$ cat config.mk
export PLATFORM = sky130hd
export DESIGN_NAME = command_line_splitter_unit
export DESIGN_NICKNAME = d
export VERILOG_FILES = /design/src/clsu_pkg.sv /design/src/command_line_splitter_unit.sv /design/src/clsu_decode.sv
export SDC_FILE = /design/constraint.sdc
export NUM_CORES = 1
export LEC_CHECK = 0
export BUFFER_PORTS_ARGS = -buffer_cell sky130_fd_sc_hd__buf_2
export CORE_MARGIN = 10
export CORE_UTILIZATION = 48
export CTS_BUF_LIST = sky130_fd_sc_hd__clkbuf_16
export DETAILED_ROUTE_END_ITERATION = 8
export GPL_ROUTABILITY_DRIVEN = 0
export PLACE_DENSITY = 0.74
export SYNTH_ARGS = -nofsm -noshare
export SYNTH_HDL_FRONTEND = slang
export SYNTH_SLANG_ARGS = --single-unit
export TNS_END_PERCENT = 5
$ cat constraint.sdc
create_clock -name clock -period 2.3 [get_ports clock]
set_clock_uncertainty 0.15 [all_clocks]
set_input_delay 0.23 -clock clock [delete_from_list [all_inputs] [get_ports clock]]
set_output_delay 0.23 -clock clock [all_outputs]
set_load 0.005 [all_outputs]
$ cat src/clsu_pkg.sv
// Shared types and constants for the command line splitter.
package clsu_pkg;

   localparam logic [7:0] CHAR_SPACE  = 8'h20;
   localparam logic [7:0] CHAR_TAB    = 8'h09;
   localparam logic [7:0] CHAR_SQUOTE = 8'h27;
   localparam logic [7:0] CHAR_DQUOTE = 8'h22;

   localparam logic KIND_BYTE = 1'b0;
   localparam logic KIND_END  = 1'b1;

   localparam logic STATUS_OK       = 1'b0;
   localparam logic STATUS_OPEN_QUOTE = 1'b1;

   typedef enum logic [1:0] {
      MODE_BETWEEN = 2'd0,
      MODE_QUOTED  = 2'd1,
      MODE_BARE    = 2'd2,
      MODE_SPAN    = 2'd3
   } mode_type;

   typedef struct packed {
      logic       kind;
      logic [7:0] ch;
   } req_type;

   typedef struct packed {
      logic [7:0] data;
      logic       has_data;
      logic       arg_done;
      logic       cmd_done;
      logic       status;
   } rsp_type;

endpackage

$ cat src/command_line_splitter_unit.sv
// Top level of the command line splitter: input register, tokenizer step, result register.
//
// Takes one command line byte (or the end marker) per beat and gives at most one
// result beat per item: an argument byte, an argument-done mark, or the
// end-of-command beat with its status. One item is accepted every cycle while
// results are drained; an accepted item moves from the input register to the result
// register once the result slot is free. The rate is set by the mode update between the input
// register and the result register. Items that give no result (separators between
// arguments, a leading quote) pass without taking a result slot.
module command_line_splitter_unit (
   input  logic              clock,
   input  logic              reset,
   input  logic              req_valid,
   output logic              req_stall,
   input  clsu_pkg::req_type req_item,
   output logic              rsp_valid,
   input  logic              rsp_stall,
   output clsu_pkg::rsp_type rsp_item
);
   import clsu_pkg::*;

   logic     in_valid_ff, in_valid_in;
   req_type  in_item_ff;
   mode_type mode_ff, mode_in;
   logic     quote_dbl_ff, quote_dbl_in;
   logic     out_valid_ff, out_valid_in;
   rsp_type  out_item_ff;

   logic    emit;
   rsp_type step_rsp;
   logic    advance;

   clsu_decode u_decode (
      .mode           (mode_ff),
      .quote_dbl      (quote_dbl_ff),
      .item           (in_item_ff),
      .mode_next      (mode_in),
      .quote_dbl_next (quote_dbl_in),
      .emit           (emit),
      .rsp            (step_rsp)
   );

   // an item leaves the input register if it needs no slot or the slot frees this cycle
   assign advance   = in_valid_ff && (!emit || !out_valid_ff || !rsp_stall);
   assign req_stall = in_valid_ff && !advance;

   always_comb begin
      in_valid_in = in_valid_ff;
      if (!req_stall) in_valid_in = req_valid;
   end

   always_comb begin
      out_valid_in = out_valid_ff;
      if (advance && emit) begin
         out_valid_in = 1'b1;
      end else if (!rsp_stall) begin
         out_valid_in = 1'b0;
      end
   end

   always_ff @(posedge clock) begin
      if (reset) begin
         in_valid_ff  <= 1'b0;
         out_valid_ff <= 1'b0;
         mode_ff      <= MODE_BETWEEN;
         quote_dbl_ff <= 1'b0;
      end else begin
         in_valid_ff  <= in_valid_in;
         out_valid_ff <= out_valid_in;
         if (advance) begin
            mode_ff      <= mode_in;
            quote_dbl_ff <= quote_dbl_in;
         end
      end
   end

   always_ff @(posedge clock) begin
      if (req_valid && !req_stall) in_item_ff <= req_item;
      if (advance && emit) out_item_ff <= step_rsp;
   end

   assign rsp_valid = out_valid_ff;
   assign rsp_item  = out_item_ff;

endmodule

$ cat src/clsu_decode.sv
// One step of the tokenizer: next mode and the result beat for one item.
module clsu_decode (
   input  clsu_pkg::mode_type mode,
   input  logic               quote_dbl,
   input  clsu_pkg::req_type  item,
   output clsu_pkg::mode_type mode_next,
   output logic               quote_dbl_next,
   output logic               emit,
   output clsu_pkg::rsp_type  rsp
);
   import clsu_pkg::*;

   logic is_sep;
   logic is_quote;
   logic closes;
   logic is_dq;

   assign is_sep   = (item.ch == CHAR_SPACE) || (item.ch == CHAR_TAB);
   assign is_dq    = (item.ch == CHAR_DQUOTE);
   assign is_quote = is_dq || (item.ch == CHAR_SQUOTE);
   assign closes   = (item.ch == (quote_dbl ? CHAR_DQUOTE : CHAR_SQUOTE));

   // next state
   always_comb begin
      mode_next      = mode;
      quote_dbl_next = quote_dbl;
      if (item.kind == KIND_END) begin
         mode_next      = MODE_BETWEEN;
         quote_dbl_next = 1'b0;
      end else begin
         unique case (mode)
            MODE_BETWEEN: begin
               if (is_quote) begin
                  mode_next      = MODE_QUOTED;
                  quote_dbl_next = is_dq;
               end else if (!is_sep) begin
                  mode_next = MODE_BARE;
               end
            end
            MODE_QUOTED: begin
               if (closes) mode_next = MODE_BETWEEN;
            end
            MODE_BARE: begin
               if (is_sep) begin
                  mode_next = MODE_BETWEEN;
               end else if (is_quote) begin
                  mode_next      = MODE_SPAN;
                  quote_dbl_next = is_dq;
               end
            end
            MODE_SPAN: begin
               if (closes) mode_next = MODE_BARE;
            end
            default: mode_next = MODE_BETWEEN;
         endcase
      end
   end

   // result beat
   always_comb begin
      emit         = 1'b1;
      rsp.data     = item.ch;
      rsp.has_data = 1'b1;
      rsp.arg_done = 1'b0;
      rsp.cmd_done = 1'b0;
      rsp.status   = STATUS_OK;
      if (item.kind == KIND_END) begin
         rsp.data     = 8'h00;
         rsp.has_data = 1'b0;
         rsp.cmd_done = 1'b1;
         rsp.arg_done = (mode == MODE_BARE);
         rsp.status   = ((mode == MODE_QUOTED) || (mode == MODE_SPAN)) ?
                        STATUS_OPEN_QUOTE : STATUS_OK;
      end else begin
         unique case (mode)
            MODE_BETWEEN: begin
               if (is_sep || is_quote) emit = 1'b0;
            end
            MODE_QUOTED: begin
               if (closes) begin
                  rsp.data     = 8'h00;
                  rsp.has_data = 1'b0;
                  rsp.arg_done = 1'b1;
               end
            end
            MODE_BARE: begin
               if (is_sep) begin
                  rsp.data     = 8'h00;
                  rsp.has_data = 1'b0;
                  rsp.arg_done = 1'b1;
               end
            end
            MODE_SPAN: ;
            default: emit = 1'b0;
         endcase
      end
   end

endmodule

== Word level (Yosys, flattened, before mapping) ==
Index checks and enable logic that the tools add are counted.
Cells by class
  muxes and demuxes: 24
  equality and inequality tests: 14
  reductions and logical operators: 19
Operator list (count)
  == test 8 x 6 -> 1 bit (second input constant): 3
  two-way mux 10 bit: 2
  one-hot mux 10 bit (2 select lines): 1
  two-way mux 2 bit: 8
  two-way mux 1 bit: 10
  == test 8 x 4 -> 1 bit (second input constant): 1
  == test 8 bit: 1
  one-hot mux 2 bit (4 select lines): 1
  logical OR 1 bit: 6
  != test 3 x 2 -> 1 bit (second input constant): 2
  logical NOT 1 bit: 5
  AND reduction 5 bit: 1
  == test 2 bit (second input constant): 2
  logical AND 1 bit: 4
  != test 4 x 2 -> 1 bit (second input constant): 1
  != test 4 bit (second input constant): 1
  two-way mux 3 bit: 1
  != test 3 bit (second input constant): 1
  AND reduction 3 bit: 1
  nonzero test 3 bit: 1
  == test 2 x 1 -> 1 bit (second input constant): 1
  logical NOT 2 bit: 1
  != test 2 x 1 -> 1 bit (second input constant): 1
  one-hot mux 1 bit (2 select lines): 1
Storage, ports and cells
  output and inout bits: 14
  bits of input ports: 13
  logic and storage cells: 68
  bits in registers: 26

== Longest topological paths before layout ==
  depth after elaboration: 14
  gate-level depth with buffers: 7
  gate-level depth less buffers: 7

== Cells and area by module ==
A second synthesis with hierarchy kept.
Second synthesis, totals
  cell total of the unflattened synthesis: 106
  area total of the unflattened synthesis: 1350.0 µm²
By module, submodules not included
  command_line_splitter_unit: cells each 44, area each 872.1 µm², times used 1
  clsu_decode: cells each 62, area each 478.0 µm², times used 1

== Worst setup path after synthesis ==
OpenSTA, ideal clock, no wires.
  path type: register to register
  start: reg in_item_ff[0] (netlist bit)
  end: reg out_item_ff, in the netlist rsp_item[0] (enable)
  setup time: 385 ps
  arrival time: 1800 ps
  cell stages (with the launch flop): 7
  buffers on the path: 1
  required time: 1765 ps
  path slack: -35 ps
  period minus slack after synthesis: 2335 ps
  path through: edfxtp_1 buf_6 and3b_1 and2_0 o21ai_0 nand2_1 a21oi_1
On the way
  word-level cells in the longest chain between the ends: 11
Ends and longest elaborated chain
  start, declared: line command_line_splitter_unit.sv:23  | req_type in_item_ff;
  start signal, assigned: line command_line_splitter_unit.sv:78  | if (req_valid && !req_stall) in_item_ff <= req_item;
  == test 8 x 6 -> 1 bit (tied with other cells): line clsu_decode.sv:18  | assign is_sep = (item.ch == CHAR_SPACE) || (item.ch == CHAR_TAB);
  logical OR 1 bit (on tied branches): line clsu_decode.sv:18, clsu_decode.sv:20
  logical OR 1 bit (*): line clsu_decode.sv:77  | if (is_sep || is_quote) emit = 1'b0;
  two-way mux 1 bit (*): line clsu_decode.sv:77
  two-way mux 1 bit (*): line clsu_decode.sv:75  | unique case (mode)
  two-way mux 1 bit (*): line clsu_decode.sv:67  | if (item.kind == KIND_END) begin
  logical NOT 1 bit: line command_line_splitter_unit.sv:44  | assign advance = in_valid_ff && (!emit || !out_valid_ff || !rsp_stall);
  logical OR 1 bit (2 in a row): line command_line_splitter_unit.sv:44
  logical AND 1 bit: line command_line_splitter_unit.sv:44
  logical AND 1 bit (*): line command_line_splitter_unit.sv:79  | if (advance && emit) out_item_ff <= step_rsp;
  end signal, assigned: line command_line_splitter_unit.sv:79
  end, declared: line command_line_splitter_unit.sv:27  | rsp_type out_item_ff;
Mark *: on every way between the ends. The rest lies on a longest branch, timed or not.
A chain may end at the register's enable or synchronous reset.

== Worst setup path in the final report ==
  start: reg mode_ff[0]
  end: out req_stall
On the way
  word-level cells in the longest chain between the ends: 9
Ends and longest elaborated chain
  start, declared: line command_line_splitter_unit.sv:24  | mode_type mode_ff, mode_in;
  start signal, assigned: line command_line_splitter_unit.sv:71  | mode_ff <= mode_in;
  logical NOT 2 bit: line clsu_decode.sv:75
  two-way mux 1 bit: line clsu_decode.sv:75
  two-way mux 1 bit: line clsu_decode.sv:67
  logical NOT 1 bit: line command_line_splitter_unit.sv:44
  logical OR 1 bit (2 in a row): line command_line_splitter_unit.sv:44
  logical AND 1 bit: line command_line_splitter_unit.sv:44
  logical NOT 1 bit: line command_line_splitter_unit.sv:45  | assign req_stall = in_valid_ff && !advance;
  logical AND 1 bit: line command_line_splitter_unit.sv:45
  end, declared: line command_line_splitter_unit.sv:14  | output logic req_stall,
No other way between the ends.

==> impl_metrics.env <==
export IMPL_tightest_slew_ps=388
export IMPL_yosys_top_cells_count="edfxtp_1 (21), and2_1 (9), nor2_1 (7)"
export IMPL_grt_pass1_vias=1036
export IMPL_path_depth=8
export IMPL_critical_path_endpoint_type="output port"
export IMPL_vias_per_cell=5.54
export IMPL_yosysTopAreaCellShare_pct=49.3
export IMPL_synth_area_per_cell_um2=12.3
export IMPL_cp_cell_sequence="inv_1 > ha_1 > nor2b_1 > and2_1 > o21ai_1 > nand2_2 > nor2_1 > buf_2"
export IMPL_path_class="flop to output port"
export IMPL_die_x_um=71.6
export IMPL_synth_area_leaders="edfxtp_1 (49%), dfxtp_1 (7.8%), ha_1 (4.9%), and2_1 (4.4%), nor2_1 (2.1%)"
export IMPL_outcome="finished, final reports clean"
export IMPL_clockRootBuffer="clkbuf_16"
export IMPL_path_buf_inv=2
export IMPL_leakage_nw=0.646
export IMPL_r2r_end="rsp_item[0]"
export IMPL_grt_ovfl_total=0
export IMPL_route_detailed_drc=0
export IMPL_die_h_um=71.6
export IMPL_htree_levels=1
export IMPL_synth_edf_count=21
export IMPL_min_from="req_item[0]"
export IMPL_r2r_start="mode_ff[0]"
export IMPL_synth_fp_nets=122
export IMPL_peakVddDrop_v=0.000543
export IMPL_reg2regPathDepth=8
export IMPL_hp_class="input pin to flop"
export IMPL_path_max_fanout=4
export IMPL_maxCapViolCount=0
export IMPL_critPathSlowestCell="dfxtp_1"
export IMPL_cts_tree="built"
export IMPL_post_dp_hpwl_um=1990
export IMPL_clock_sinks=26
export IMPL_dr_pass1_iters=4
export IMPL_yosys_most_used_dff="edfxtp_1"
export IMPL_antenna_found_initial=0
export IMPL_post_route_period_util_pct=96.4
export IMPL_initial_core_util_pct=50.7
export IMPL_num_fill_cells=193
export IMPL_setup_violations=0
export IMPL_arrival_ps=1840
export IMPL_post_cts_buffers=0
export IMPL_grt_busiest_layer="met2"
export IMPL_area_growth_pct=28.0
export IMPL_track_usage_pct=11.4
export IMPL_dieArea_um2=5130
export IMPL_grt_use_met2_pct=21.2
export IMPL_max_freq_ghz=0.451
export IMPL_synth_most_common_cell="edfxtp_1"
export IMPL_hold_viol=0
export IMPL_fin_crit_ps=2220
export IMPL_place_ws_ps=163
export IMPL_slew_violations=0
export IMPL_cts_path_max_buffers=2
export IMPL_ys_ff_latch=26
export IMPL_grt_pass1_wl_um=4730
export IMPL_drtIter0Drc=34
export IMPL_drive_gt1_share_pct=28.2
export IMPL_rsz0062_at_grt="false"
export IMPL_yosys_area_top_type="edfxtp_1"
export IMPL_timing_setup_tns_ps=0
export IMPL_min_to="in_item_ff[0]"
export IMPL_cp_required_ps=1920
export IMPL_core_um2=2520
export IMPL_syn_cell_area_um2=1280
export IMPL_yosys_warnings=0
export IMPL_startpoint_type="flop"
export IMPL_global_route_usage_met1_pct=11.1
export IMPL_p_per_area_nw_per_um2=708
export IMPL_fin_nets=161
export IMPL_row_count=18
export IMPL_synthCells=104
export IMPL_path_clk_slew_ps=60
export IMPL_wl_um=2890
export IMPL_worstSkewPairLatency_ps=260
export IMPL_vias=953
export IMPL_relSlewSlack_pct=74.2
export IMPL_n_antenna_cell=0
export IMPL_grtUsageMet3_pct=3.99
export IMPL_finalPower_mw=1.16
export IMPL_boundaryPins=27
export IMPL_wl_per_cell_um=16.8
export IMPL_cp_top_family="simple AND/OR/NAND/NOR gates"
export IMPL_async_flop_share_pct=0
export IMPL_numCtsBuffers=3
export IMPL_rrSetupSlack_ps=170
export IMPL_grt_max_degree=16
export IMPL_fin_util_pct=64.9
export IMPL_portBuffers=26
export IMPL_ys_seq_area_share_pct=57.1
export IMPL_ant_nets=0
export IMPL_hold_path_depth=1
export IMPL_worst_slack_ps=82.5
export IMPL_critPathMaxStageDelay_ps=400
export IMPL_synth_distinct_cells=39
[layout by cell type (no fill, tap or decap), types with 2 or more instances in the layout]
| cell | Yosys | final |
|---|---|---|
| a21oi_1 | 5 | 4 |
| ha_1 | 5 | 5 |
| dlygate4sd3_1 | 0 | 8 |
| buf_4 | 0 | 2 |
| edfxtp_1 | 21 | 21 |
| a21o_1 | 2 | 2 |
| buf_2 | 1 | 26 |
| a31oi_1 | 2 | 2 |
| nand2b_1 | 3 | 3 |
| clkbuf_16 | 0 | 3 |
| nand2_1 | 5 | 4 |
| nand3b_1 | 2 | 2 |
| inv_1 | 5 | 5 |
| dfxtp_1 | 5 | 5 |
| nor3b_1 | 2 | 2 |
| nor2_1 | 7 | 7 |
| and2_1 | 9 | 9 |
| mux2i_1 | 2 | 2 |
| a21oi_2 | 1 | 2 |
| nand3_1 | 2 | 2 |
| and3b_1 | 3 | 3 |
[cells by family (layout without fill, tap and decap cells)]
group	Yosys count	after routing	share of synthesized area (%)
AND/OR/NAND/NOR	41	41	19.5
AO/OA/AOI/OAI	22	22	13.6
XOR/XNOR	1	1	0.684
multiplexers	2	2	1.56
flip-flops	26	26	57.1
buffers and inverters	7	45	2.74
adder cells (fa/ha/maj)	5	5	4.89
[timing repair]
| action | CTS | global route |
|---|---|---|
| hold buffers | 8 | 0 |
| resized for setup | 0 | 2 |
| endpoints found under the hold margin | 8 | 0 |
| endpoints found under the setup margin | 0 | 22 |
[per-stage QoR]
step | area, um^2 | std cells | hold slack, ps
floorplan | 1280 | 104 | 149
global placement | 1450 | 160 | 256
detailed placement | 1450 | 160 | 259
CTS | 1640 | 172 | 5.99
global route | 1640 | 172 | 9.46
finish | 1640 | 172 | 6.73
[where the power goes]
group | switching, mW | internal [mW] | leakage [nW]
sequential | 0.0164 | 0.536 | 0.243
combinational | 0.0547 | 0.0515 | 0.352
clock | 0.155 | 0.346 | 0.0511
[routing by layer]
layer	part of all wire, %	vias to the layer above	wire length, um
met4	2.2	0	65
li1	-	460	-
met5	0	-	0
met2	51	44	1460
met3	8.1	7	233
met1	39	442	1130
[state kept, by name, indices dropped and copies added (netlist names)]
register      cells
quote_dbl_ff      1
rsp_valid         1
rsp_item         12
in_valid_ff       1
mode_ff           2
in_item_ff        9
[worst max-delay path by stage]
stage	from	slack (ps)	endpoint
after global placement	in_item_ff[4]	260	in_item_ff[6]
after detailed placement	mode_ff[0]	160	in_item_ff[6]
after floorplan	in_item_ff[0]	220	rsp_item[0]
after CTS	in_item_ff[0]	120	req_stall
final	mode_ff[0]	80	req_stall
after global routing	mode_ff[0]	4	req_stall
[area by class of cell]
type	instances	area (um^2)	share of cell area (%)
timing repair buffer	36	225	13.8
multi-input combinational	71	520	31.8
clock buffer	3	75.1	4.58
tap	30	37.5	2.29
clock inverter	1	30.0	1.83
inverter	5	18.8	1.15
sequential	26	731	44.6
[worst reg2reg max path, cell delays in order (launching register included)]
cell	delay, ps
dfxtp_1	400
inv_1	120
ha_1	220
nor2b_1	140
and2_1	180
o21ai_1	140
nand2_2	120
a21oi_2	130
buf_4	220
Note: power is estimated with default switching activity, not from simulation.
